[src/flcs_pkg.sv]
// Shared types and constants for the frame load claim scheduler.
package flcs_pkg;

    localparam int FRAME_W = 10;
    localparam int COUNT_W = 11;
    localparam int FUNC_W  = 2;

    localparam logic [FUNC_W-1:0] FN_PRIORITIZE = 2'd0;
    localparam logic [FUNC_W-1:0] FN_CLAIM      = 2'd1;
    localparam logic [FUNC_W-1:0] FN_MARK       = 2'd2;
    localparam logic [FUNC_W-1:0] FN_QUERY      = 2'd3;

    typedef struct packed {
        logic [FUNC_W-1:0]  func;
        logic [FRAME_W-1:0] frame_index;
    } item_t;

    typedef struct packed {
        logic [FRAME_W-1:0] claimed_frame;
        logic               claim_found;
        logic               is_loaded;
        logic               push_refused;
    } result_t;

endpackage

[src/flcs_channels.sv]
// Channel interfaces: request, response and configuration write.
interface flcs_req_if;
    logic                              valid;
    logic                              ready;
    logic [flcs_pkg::FUNC_W-1:0]       func;
    logic [flcs_pkg::FRAME_W-1:0]      frame_index;

    modport source (output valid, output func, output frame_index, input ready);
    modport sink (input valid, input func, input frame_index, output ready);
endinterface

interface flcs_rsp_if;
    logic                              valid;
    logic                              ready;
    logic [flcs_pkg::FRAME_W-1:0]      claimed_frame;
    logic                              claim_found;
    logic                              is_loaded;
    logic                              push_refused;

    modport source (output valid, output claimed_frame, output claim_found,
                    output is_loaded, output push_refused, input ready);
    modport sink (input valid, input claimed_frame, input claim_found,
                  input is_loaded, input push_refused, output ready);
endinterface

interface flcs_cfg_if;
    logic                              valid;
    logic                              ready;
    logic [flcs_pkg::COUNT_W-1:0]      frame_count;

    modport source (output valid, output frame_count, input ready);
    modport sink (input valid, input frame_count, output ready);
endinterface

[src/flcs_ram.sv]
// Generic single-port RAM with registered read.
module flcs_ram #(
    parameter int WIDTH = 1,
    parameter int DEPTH = 2
) (
    input  logic                                      clk,
    input  logic                                      we,
    input  logic [((DEPTH > 1) ? $clog2(DEPTH) : 1)-1:0] addr,
    input  logic [WIDTH-1:0]                          wdata,
    output logic [WIDTH-1:0]                          rdata
);

    logic [WIDTH-1:0] mem [DEPTH];
    logic [WIDTH-1:0] rdata_reg;

    always_ff @(posedge clk)
    begin
        if (we)
        begin
            mem[addr] <= wdata;
        end
        rdata_reg <= mem[addr];
    end

    assign rdata = rdata_reg;

endmodule

[src/flcs_ctrl.sv]
// Sequencer: map clearing pass, request handling and the claim walk.
module flcs_ctrl #(
    parameter int MAX_FRAMES  = 1024,
    parameter int STACK_DEPTH = 16
) (
    input  logic                           clk,
    input  logic                           rst_n,
    input  logic                           item_valid,
    output logic                           item_ready,
    input  flcs_pkg::item_t                item,
    input  logic [flcs_pkg::COUNT_W-1:0]   live_count,
    output logic                           res_valid,
    input  logic                           res_ready,
    output flcs_pkg::result_t              res
);

    localparam int FRAME_AW = (MAX_FRAMES > 1) ? $clog2(MAX_FRAMES) : 1;
    localparam int SA_W     = (STACK_DEPTH > 1) ? $clog2(STACK_DEPTH) : 1;
    localparam int SP_W     = $clog2(STACK_DEPTH + 1);
    localparam int CW       = flcs_pkg::COUNT_W;
    localparam int FW       = flcs_pkg::FRAME_W;

    localparam logic [3:0] S_CLEAR   = 4'd0;
    localparam logic [3:0] S_IDLE    = 4'd1;
    localparam logic [3:0] S_PRI_CHK = 4'd2;
    localparam logic [3:0] S_QRY_CHK = 4'd3;
    localparam logic [3:0] S_WALK    = 4'd4;
    localparam logic [3:0] S_POP_CHK = 4'd5;
    localparam logic [3:0] S_MAP_CHK = 4'd6;
    localparam logic [3:0] S_DONE    = 4'd7;

    logic [3:0]          state_reg, state_next;
    logic [FRAME_AW-1:0] clr_reg, clr_next;
    logic [SP_W-1:0]     fill_reg, fill_next;
    logic [CW-1:0]       cursor_reg, cursor_next;
    logic [CW-1:0]       cand_reg, cand_next;
    flcs_pkg::result_t   res_reg, res_next;

    logic [FRAME_AW-1:0] map_addr;
    logic                map_wdata;
    logic                loaded_we, claimed_we;
    logic                loaded_rdata, claimed_rdata;
    logic                stk_we;
    logic [SA_W-1:0]     stk_addr;
    logic [FW-1:0]       stk_rdata;
    logic                in_range;

    flcs_ram #(.WIDTH(1), .DEPTH(MAX_FRAMES)) u_loaded_ram (
        .clk   (clk),
        .we    (loaded_we),
        .addr  (map_addr),
        .wdata (map_wdata),
        .rdata (loaded_rdata)
    );

    flcs_ram #(.WIDTH(1), .DEPTH(MAX_FRAMES)) u_claimed_ram (
        .clk   (clk),
        .we    (claimed_we),
        .addr  (map_addr),
        .wdata (map_wdata),
        .rdata (claimed_rdata)
    );

    flcs_ram #(.WIDTH(FW), .DEPTH(STACK_DEPTH)) u_stack_ram (
        .clk   (clk),
        .we    (stk_we),
        .addr  (stk_addr),
        .wdata (cand_reg[FW-1:0]),
        .rdata (stk_rdata)
    );

    assign in_range  = CW'(item.frame_index) < live_count;
    assign map_wdata = (state_reg != S_CLEAR);

    always_comb
    begin
        state_next  = state_reg;
        clr_next    = clr_reg;
        fill_next   = fill_reg;
        cursor_next = cursor_reg;
        cand_next   = cand_reg;
        res_next    = res_reg;
        map_addr    = FRAME_AW'(cand_reg);
        loaded_we   = 1'b0;
        claimed_we  = 1'b0;
        stk_we      = 1'b0;
        stk_addr    = SA_W'(fill_reg);
        item_ready  = 1'b0;
        res_valid   = 1'b0;

        case (state_reg)
            S_CLEAR:
            begin
                map_addr   = clr_reg;
                loaded_we  = 1'b1;
                claimed_we = 1'b1;
                clr_next   = clr_reg + 1'b1;
                if (clr_reg == FRAME_AW'(MAX_FRAMES - 1))
                begin
                    state_next = S_IDLE;
                end
            end
            S_IDLE:
            begin
                item_ready = 1'b1;
                map_addr   = FRAME_AW'(item.frame_index);
                if (item_valid)
                begin
                    cand_next = CW'(item.frame_index);
                    res_next  = '0;
                    case (item.func)
                        flcs_pkg::FN_PRIORITIZE:
                        begin
                            state_next = in_range ? S_PRI_CHK : S_DONE;
                        end
                        flcs_pkg::FN_CLAIM:
                        begin
                            state_next = S_WALK;
                        end
                        flcs_pkg::FN_MARK:
                        begin
                            loaded_we  = in_range;
                            state_next = S_DONE;
                        end
                        flcs_pkg::FN_QUERY:
                        begin
                            state_next = in_range ? S_QRY_CHK : S_DONE;
                        end
                        default:
                        begin
                            state_next = S_DONE;
                        end
                    endcase
                end
            end
            S_PRI_CHK:
            begin
                if (!loaded_rdata && !claimed_rdata)
                begin
                    if (fill_reg < SP_W'(STACK_DEPTH))
                    begin
                        stk_we    = 1'b1;
                        fill_next = fill_reg + 1'b1;
                    end
                    else
                    begin
                        res_next.push_refused = 1'b1;
                    end
                end
                state_next = S_DONE;
            end
            S_QRY_CHK:
            begin
                res_next.is_loaded = loaded_rdata;
                state_next         = S_DONE;
            end
            S_WALK:
            begin
                // drain the priority stack first, then advance the cursor
                if (fill_reg != '0)
                begin
                    stk_addr   = SA_W'(fill_reg - 1'b1);
                    fill_next  = fill_reg - 1'b1;
                    state_next = S_POP_CHK;
                end
                else if (cursor_reg < live_count)
                begin
                    map_addr    = FRAME_AW'(cursor_reg);
                    cand_next   = cursor_reg;
                    cursor_next = cursor_reg + 1'b1;
                    state_next  = S_MAP_CHK;
                end
                else
                begin
                    state_next = S_DONE;
                end
            end
            S_POP_CHK:
            begin
                cand_next = CW'(stk_rdata);
                map_addr  = FRAME_AW'(stk_rdata);
                // drop stale entries beyond the live frame count
                state_next = (CW'(stk_rdata) < live_count) ? S_MAP_CHK : S_WALK;
            end
            S_MAP_CHK:
            begin
                if (!loaded_rdata && !claimed_rdata)
                begin
                    claimed_we             = 1'b1;
                    res_next.claimed_frame = cand_reg[FW-1:0];
                    res_next.claim_found   = 1'b1;
                    state_next             = S_DONE;
                end
                else
                begin
                    state_next = S_WALK;
                end
            end
            S_DONE:
            begin
                res_valid = 1'b1;
                if (res_ready)
                begin
                    state_next = S_IDLE;
                end
            end
            default:
            begin
                state_next = S_IDLE;
            end
        endcase
    end

    always_ff @(posedge clk or negedge rst_n)
    begin
        if (!rst_n)
        begin
            state_reg  <= S_CLEAR;
            clr_reg    <= '0;
            fill_reg   <= '0;
            cursor_reg <= '0;
        end
        else
        begin
            state_reg  <= state_next;
            clr_reg    <= clr_next;
            fill_reg   <= fill_next;
            cursor_reg <= cursor_next;
        end
    end

    always_ff @(posedge clk)
    begin
        cand_reg <= cand_next;
        res_reg  <= res_next;
    end

    assign res = res_reg;

endmodule

[src/frame_load_claim_scheduler_top.sv]
// Frame load claim scheduler: hands out frame numbers to loaders.
//
// Channels: req carries one transaction per request (func, frame_index);
// rsp returns exactly one transaction per request; cfg writes frame_count,
// and is always ready. Write cfg only while no request is outstanding.
// After reset the loaded and claimed maps are swept clear, one frame per
// cycle; req.ready stays low until the sweep is done.
// Requests are handled one at a time by a sequencer around the map and
// stack memories, each with a registered read. Mark loaded goes straight
// to the response; prioritize and query read the maps first; claim pops
// the priority stack, dropping stale entries, then walks the cursor over
// the frames, checking each candidate in the maps. The walk sets the
// claim time. req.ready rises as the response enters the output
// register. A stalled rsp holds that register, and a second finished
// response waits inside the sequencer until the register frees.
module frame_load_claim_scheduler_top #(
    parameter int MAX_FRAMES  = 1024,
    parameter int STACK_DEPTH = 16
) (
    input logic       clk,
    input logic       rst_n,
    flcs_req_if.sink  req,
    flcs_rsp_if.source rsp,
    flcs_cfg_if.sink  cfg
);

    localparam int CW       = flcs_pkg::COUNT_W;
    localparam int LIVE_CAP = (MAX_FRAMES > 2047) ? 2047 : MAX_FRAMES;

    logic [CW-1:0]     frame_count_reg;
    logic [CW-1:0]     live_count;
    logic              rsp_valid_reg;
    flcs_pkg::result_t rsp_data_reg;
    flcs_pkg::item_t   item;
    flcs_pkg::result_t res;
    logic              res_valid;
    logic              res_ready;

    assign cfg.ready = 1'b1;

    // frame counts above the frame store act as its size
    assign live_count = (frame_count_reg > CW'(LIVE_CAP)) ? CW'(LIVE_CAP) : frame_count_reg;

    assign item.func        = req.func;
    assign item.frame_index = req.frame_index;

    flcs_ctrl #(
        .MAX_FRAMES  (MAX_FRAMES),
        .STACK_DEPTH (STACK_DEPTH)
    ) u_ctrl (
        .clk        (clk),
        .rst_n      (rst_n),
        .item_valid (req.valid),
        .item_ready (req.ready),
        .item       (item),
        .live_count (live_count),
        .res_valid  (res_valid),
        .res_ready  (res_ready),
        .res        (res)
    );

    assign res_ready = !rsp_valid_reg || rsp.ready;

    always_ff @(posedge clk or negedge rst_n)
    begin
        if (!rst_n)
        begin
            frame_count_reg <= '0;
            rsp_valid_reg   <= 1'b0;
        end
        else
        begin
            if (cfg.valid)
            begin
                frame_count_reg <= cfg.frame_count;
            end
            if (res_ready)
            begin
                rsp_valid_reg <= res_valid;
            end
        end
    end

    always_ff @(posedge clk)
    begin
        if (res_ready && res_valid)
        begin
            rsp_data_reg <= res;
        end
    end

    assign rsp.valid         = rsp_valid_reg;
    assign rsp.claimed_frame = rsp_data_reg.claimed_frame;
    assign rsp.claim_found   = rsp_data_reg.claim_found;
    assign rsp.is_loaded     = rsp_data_reg.is_loaded;
    assign rsp.push_refused  = rsp_data_reg.push_refused;

endmodule

[src/flat_wrapper.sv]
// flat-port wrapper written by rule: the top's interface ports become plain ports
module frame_load_claim_scheduler_top_flat 
#(
    parameter int MAX_FRAMES  = 1024,
    parameter int STACK_DEPTH = 16
)
  (clk, rst_n, req_valid, req_func, req_frame_index, req_ready, rsp_valid, rsp_claimed_frame, rsp_claim_found, rsp_is_loaded, rsp_push_refused, rsp_ready, cfg_valid, cfg_frame_count, cfg_ready);
  flcs_req_if req_i ();
  flcs_rsp_if rsp_i ();
  flcs_cfg_if cfg_i ();
  input logic clk;
  input logic rst_n;
  input wire logic [$bits(req_i.valid)-1:0] req_valid;
  input wire logic [$bits(req_i.func)-1:0] req_func;
  input wire logic [$bits(req_i.frame_index)-1:0] req_frame_index;
  output wire logic [$bits(req_i.ready)-1:0] req_ready;
  output wire logic [$bits(rsp_i.valid)-1:0] rsp_valid;
  output wire logic [$bits(rsp_i.claimed_frame)-1:0] rsp_claimed_frame;
  output wire logic [$bits(rsp_i.claim_found)-1:0] rsp_claim_found;
  output wire logic [$bits(rsp_i.is_loaded)-1:0] rsp_is_loaded;
  output wire logic [$bits(rsp_i.push_refused)-1:0] rsp_push_refused;
  input wire logic [$bits(rsp_i.ready)-1:0] rsp_ready;
  input wire logic [$bits(cfg_i.valid)-1:0] cfg_valid;
  input wire logic [$bits(cfg_i.frame_count)-1:0] cfg_frame_count;
  output wire logic [$bits(cfg_i.ready)-1:0] cfg_ready;
  assign req_i.valid = req_valid;
  assign req_i.func = req_func;
  assign req_i.frame_index = req_frame_index;
  assign req_ready = req_i.ready;
  assign rsp_valid = rsp_i.valid;
  assign rsp_claimed_frame = rsp_i.claimed_frame;
  assign rsp_claim_found = rsp_i.claim_found;
  assign rsp_is_loaded = rsp_i.is_loaded;
  assign rsp_push_refused = rsp_i.push_refused;
  assign rsp_i.ready = rsp_ready;
  assign cfg_i.valid = cfg_valid;
  assign cfg_i.frame_count = cfg_frame_count;
  assign cfg_ready = cfg_i.ready;
  frame_load_claim_scheduler_top #(.MAX_FRAMES(MAX_FRAMES), .STACK_DEPTH(STACK_DEPTH)) u_core (.clk(clk), .rst_n(rst_n), .req(req_i), .rsp(rsp_i), .cfg(cfg_i));
endmodule
[config.mk]
export PLATFORM = sky130hd
export DESIGN_NAME = frame_load_claim_scheduler_top_flat
export DESIGN_NICKNAME = d
export VERILOG_FILES = /design/src/flcs_pkg.sv /design/src/flcs_channels.sv /design/src/flcs_ram.sv /design/src/flcs_ctrl.sv /design/src/frame_load_claim_scheduler_top.sv /design/src/flat_wrapper.sv
export SDC_FILE = /design/constraint.sdc
export NUM_CORES = 2
export LEC_CHECK = 0
export BUFFER_PORTS_ARGS = -buffer_cell sky130_fd_sc_hd__buf_2
export CAP_MARGIN = 0
export CORE_MARGIN = 1
export CORE_UTILIZATION = 25
export DETAILED_ROUTE_END_ITERATION = 10
export MAX_ROUTING_LAYER = met4
export PLACE_DENSITY = 0.41
export SKIP_LAST_GASP = 1
export SYNTH_ARGS = -nofsm -noshare
export SYNTH_HDL_FRONTEND = slang
export SYNTH_SLANG_ARGS = --single-unit
export TNS_END_PERCENT = 5
[constraint.sdc]
create_clock -name clk -period 62.4 [get_ports clk]
set_input_delay 9.36 -clock clk [delete_from_list [all_inputs] [get_ports clk]]
set_output_delay 9.36 -clock clk [all_outputs]
set_load 0.01 [all_outputs]
======== Word-level counts from Yosys, hierarchy flattened ========
Memory sizes are Yosys's and may differ from the RTL's. A register that Yosys moved wholly into a read port is not among the register bits.
Index checks and enable logic that the tools add are counted.
W data, S select, Z words.
storage, ports and cells
  flip-flop bits (word level) ............. 78
  RAM bits ................................ 2208
  input bits .............................. 28
  word-level logic and storage cells ...... 120
  memories kept ........................... 3
operators by class
  add/subtract/negate cells ............... 4
  magnitude comparators ................... 5
  equality and inequality tests ........... 21
  muxes and demuxes ....................... 48
  bitwise gates (word level) .............. 1
  reductions and logical operators ........ 23
memories
  name                             depth  width  read ports  clocked after Yosys merged registers in  wr ports  line            RTL
  u_core.u_ctrl.u_claimed_ram.mem  1024   1      1           1                                        1         flcs_ram.sv:13  logic [WIDTH-1:0] mem [DEPTH];
  u_core.u_ctrl.u_loaded_ram.mem   1024   1      1           1                                        1         flcs_ram.sv:13
  u_core.u_ctrl.u_stack_ram.mem    16     10     1           1                                        1         flcs_ram.sv:13
operators with widths
  cell                     count
  $mux W10                 5
  $pmux W10 S4             1
  $pmux W10 S3             1
  $pmux W4 S7              1
  $lt A10 B11 Y1           2
  $mux W11                 2
  $pmux W11 S2             1
  $mux W4                  5
  $ne A2 B2 Y1 const B     9
  $mux W1                  17
  $eq A4 B3 Y1 const B     4
  $pmux W4 S4              1
  $mux W5                  3
  $mux W13                 1
  $reduce_and A4 Y1        3
  $add A11 B1 Y11 const B  1
  $gt A11 B11 Y1 const B   1
  $lt A11 B11 Y1           1
  $add A10 B1 Y10 const B  1
  $eq A10 B10 Y1 const B   1
  $pmux W5 S2              1
  $reduce_and A3 Y1        3
  $eq A4 B2 Y1 const B     2
  $pmux W1 S2              4
  other kinds (21)         31

======== Logic depth before layout (Yosys ltp) ========
  word-level depth ........................ 8
  depth in mapped cells ................... 25
  depth with buffers taken out ............ 16

======== Cells and area by module ========
Synthesis repeated with hierarchy kept, for this count alone.
unflattened totals
  cell total of the unflattened synthesis .. 7457
  area, all modules ....................... 99605.5 sq um
modules (own cells, without submodules)
  module                                       times used  cells an instance  area an instance (sq um)
  flcs_ram at u_core.u_ctrl.u_claimed_ram ...  2           3369               44337.5
  flcs_ram at u_core.u_ctrl.u_stack_ram        1           280                6303.5
  flcs_ctrl                                    1           385                3662.3
  frame_load_claim_scheduler_top               1           54                 964.7

======== Worst setup path before layout ========
Ideal clock, no wire load.
  kind .................................... register to register
  start ................................... register u_core.u_ctrl.state_reg[1]
  end ..................................... memory u_core.u_ctrl.u_claimed_ram.mem[0] (data pin)
  setup time .............................. 4770 ps
  data arrival time ....................... 22963 ps
  data required time ...................... 57630 ps
  path slack .............................. 34667 ps
  stages on the path, launching flop included .. 5
  buffers on the path ..................... 2
  cells stage by stage .................... dfrtp_1 clkbuf_1 clkbuf_1 nor3_1 inv_1
on the way
  word-level cells in the longest chain between the ends .. 1
ends and longest elaborated chain
  element                      line              RTL
  from (decl)                  flcs_ctrl.sv:32   logic [3:0] state_reg, state_next;
  from (signal assigned)       flcs_ctrl.sv:225  state_reg <= state_next;
  $reduce_bool A4 Y1           flcs_ctrl.sv:73   assign map_wdata = (state_reg != S_CLEAR);
  net u_core.u_ctrl.map_wdata  flcs_ctrl.sv:40   logic map_wdata;
  to (decl)                    flcs_ram.sv:13
The timed path passes the listed nets, and every way through them passes these cells.

======== Worst setup path in the final report ========
  start ................................... input req_frame_index[0]
  end ..................................... register u_core.u_ctrl.u_loaded_ram.rdata_reg, in the netlist u_core.u_ctrl.u_loaded_ram.rdata, read port of u_core.u_ctrl.u_loaded_ram.mem
on the way
  word-level cells in the longest chain between the ends .. 1
ends and longest elaborated chain
  element       line                RTL
  from (decl)   flat_wrapper.sv:15  input wire logic [$bits(req_i.frame_index)-1:0] req_frame_index;
  $pmux W10 S4  flcs_ctrl.sv:91     case (state_reg)
  to (decl)     flcs_ram.sv:14      logic [WIDTH-1:0] rdata_reg;
Every way passes these cells.
A chain may end at the register's enable or synchronous reset.

==> impl_results.md <==
* Total GRT Usage at 0.1873
* Layout area overhead at 14.26%
* Max Freq at between 0.06 and 0.07 GHz
* CTS Buf Count at between 200 and 300
* Setup Buffers After CTS at 0
* Vias/cell at between 5 and 6
* Mapped Area at 100600 um2
* Sw Pwr at approximately 0.66 mW
* Router iterations before antenna repair at 5
* Clock skew at roughly 0.046 ns
* Top_reg_cell synth: edfxtp_1
* Number of H-tree levels at 5
* Worst slew pin tran at 1.316 ns
* Synth top cells by count: 2244 x edfxtp_1, 2137 x nor2_1, 1709 x nand2_1
* Iter 0 DRT Violations at slightly below 8000
* Most common cell in the netlist: edfxtp_1
* Die width at between 600 and 700 um
* Detailed-route DRC error count at 0
* Hold depth at 0
* Register area share after synthesis at 0.6827
* Final Cycle Share at 0.2578
* Final HPWL DP at around 190000 um
* Syn Area/Cell at about 11 um2
* Ys Warns at 0
* CP Class: input port to flop
* Largest net degree at the start of global routing at roughly 230
* Global route overflow at 0
* Endpoint type of the worst setup path: flop
* Max_cap viols at 0
* Clock Tree Root: clkbuf_16
* Clk_lat worst skew at approximately 0.92 ns
* Slew Limit Fails at 0
* Post-Syn Instances at approximately 9000
* RSZ-0062 raised after global routing: false
* Layout Utilization at 0.2875
* Area leader, netlist: edfxtp_1
* CTS Buffer Depth at 4
* Sw frac at 0.2057
* Yosys reg bits at about 2300
* WP data required at 63.24 ns
* Die area at approximately 400000 um2
* Int Power at 2.565 mW
* Flop pwr share at 0.517
* Status: complete, no violations
* Proportion of power drawn by the clock network at 0.480
* Core Box Area at about 400000 um2
* Worst slew margin relative to its limit at 0.1200
* Comb power frac at 0.003
* Largest registers: u_core.u_ctrl.u_claimed_ram.mem: 1024 flops, u_core.u_ctrl.u_loaded_ram.mem: 1024 flops, u_core.u_ctrl.u_stack_ram.mem: 160 flops
* Die height at around 640 um
* Share of the synthesized area in the top cell type at 0.6701
* Initial antenna violation count at 23
* Wire per inst at 26.66 um
* Post-CTS Hold Buffers at 0
* R2R cell count at 21
* Leak at about 38 nW
* Arrival time at the worst endpoint at ~17 ns
* Vias at around 70000
* Starting Density at 0.2516
* Synth area leaders: edfxtp_1 67%, nor2_1 8.0%, nand2_1 6.4%
* Ys async rst share at 0.01785
* Resize count post-CTS at 0
* Worst vdd ir at between 0.000015 and 0.00002 V
* Post-route ant nets at 0
* Share of layout cells above drive strength 1 at 0.08685
* Row Count at between 200 and 250
* Clk sinks at 2297
* Number of global-route vias before repair at roughly 69000
* Clock-pin slew on the worst setup and hold paths at around 0.06 ns
* PortBufs at 42
* Setup WS pre-CTS at ~46 ns
* Final min period at 16.09 ns
* Synthesized Nets at a little over 9000
* Number of synthesized flops with an enable pin at between 2000 and 2500
* Yosys cell types at between 90 and 100
* Fillers at a little over 40000
* Fin Setup TNS at 0 ns
* Post-route setup slack at about 46 ns
* Max FO, Critical Path at between 70 and 80
* First-pass GRT wire length at ~530000 um
* Final Hold Vio Count at 0
* Gp weighted congestion at a little under 0.8
* Total power per unit cell area at roughly 28 nW/um2
* Startpoint class of the critical path: input port
* Number of placed I/O pins at 44
* Layout net count at 8857
* CTS tree: yes
* Type of the tightest min-delay check: flop to flop
* Final-report setup violation count at 0
* Final WL at around 380000 um
[cell families after synthesis]
kind of cell,Yosys count,share of synthesized area
other cells,1,0.00003729
compound gates,721,0.04960
mux,274,0.02796
xor+xnor,25,0.002177
buf+inv,811,0.03371
fa+ha+maj,32,0.003981
flops,2297,0.6827
simple gates,4895,0.1999
[power groups by stage]
stage	registers [mW]	logic, mW	clock network (mW)
floorplan	1.70	0.00622	0
global placement	1.70	0.0105	0
detailed placement	1.70	0.0107	0
CTS	1.67	0.0107	1.58
global route	1.67	0.0118	1.64
finish	1.67	0.0106	1.55
[per-stage QoR]
stage / hold slack [ns] / instances / power, mW / area [um2]
2_1_floorplan: 0.4003 / 9056 / 1.707 / 100600
3_3_place_gp: 0.4020 / 13790 / 1.711 / 106500
3_5_place_dp: 0.4070 / 13790 / 1.711 / 106500
4_1_cts: 0.4209 / 14260 / 3.264 / 114900
5_1_grt: 0.4243 / 14260 / 3.316 / 114900
6_report: 0.4196 / 14270 / 3.229 / 114900
[cell type report]
type | count | area [um2] | share of cell area
multi-input combinational | 5948 | 29110 | 0.2534
timing repair buffer | 266 | 2054 | 0.01788
tap | 5265 | 6588 | 0.05733
sequential | 2297 | 68650 | 0.5975
clock buffer | 348 | 7269 | 0.06327
antenna | 8 | 20.02 | 0.0001742
clock inverter | 119 | 1144 | 0.009953
inverter | 15 | 63.81 | 0.0005554
[worst max-delay path: stages]
cell and delay, ns:
buf_2 0.14, mux2_2 0.30, a221o_1 0.29, o21ai_0 0.21
o221a_4 0.88, buf_4 0.62, buf_4 0.66, buf_4 0.75
buf_4 0.71, buf_4 0.78, nand2_1 0.12, and3_1 0.20
a311oi_1 0.25, a31oi_1 0.08, o2111a_1 0.29, o211ai_1 0.17
a311oi_1 0.15, a311oi_1 0.54, or4_1 0.21
[cell usage in the layout (no fill, tap or decap), types with 45 or more instances in the layout]
cell type / netlist / layout
mux2i_1: 248 / 248
clkbuf_16: 0 / 278
nand2_1: 1709 / 1667
buf_4: 15 / 211
a31oi_1: 117 / 117
o22ai_1: 121 / 121
clkinv_1: 1 / 54
edfxtp_1: 2244 / 2244
a22oi_1: 48 / 48
nand3_1: 759 / 726
and3_1: 121 / 121
a311oi_1: 67 / 67
a21oi_1: 114 / 110
o21ai_0: 77 / 75
clkbuf_1: 520 / 65
nand2_2: 3 / 45
nor2_1: 2137 / 2116
[final timing paths]
check                                                      endpoint  slack (ns)                              startpoint
min                           u_core.rsp.claimed_frame[9]$_DFFE_PP_        0.42     u_core.u_ctrl.res[12]$_SDFFCE_PP0P_
max reg2reg                u_core.u_ctrl.u_loaded_ram.rdata$_DFF_P_       53.09  u_core.frame_count_reg[10]$_DFFE_PN0P_
min in group asynchronous     u_core.frame_count_reg[5]$_DFFE_PN0P_        8.56                                   rst_n
max in group asynchronous      u_core.u_ctrl.clr_reg[6]$_DFFE_PN0N_       53.38                                   rst_n
min reg2reg                   u_core.rsp.claimed_frame[9]$_DFFE_PP_        0.42     u_core.u_ctrl.res[12]$_SDFFCE_PP0P_
max                        u_core.u_ctrl.u_loaded_ram.rdata$_DFF_P_       46.31                      req_frame_index[0]
[per-layer routing]
| layer | global-route usage | wire, um | vias up |
|---|---|---|---|
| met5 | - | 0 | - |
| li1 | - | - | 31310 |
| met4 | 0.04737 | 10350 | 0 |
| met3 | 0.02182 | 23430 | 496 |
| met1 | 0.2495 | 166700 | 37340 |
| met2 | 0.3034 | 179900 | 2427 |
No activity file was read; power rests on OpenSTA's default activity.
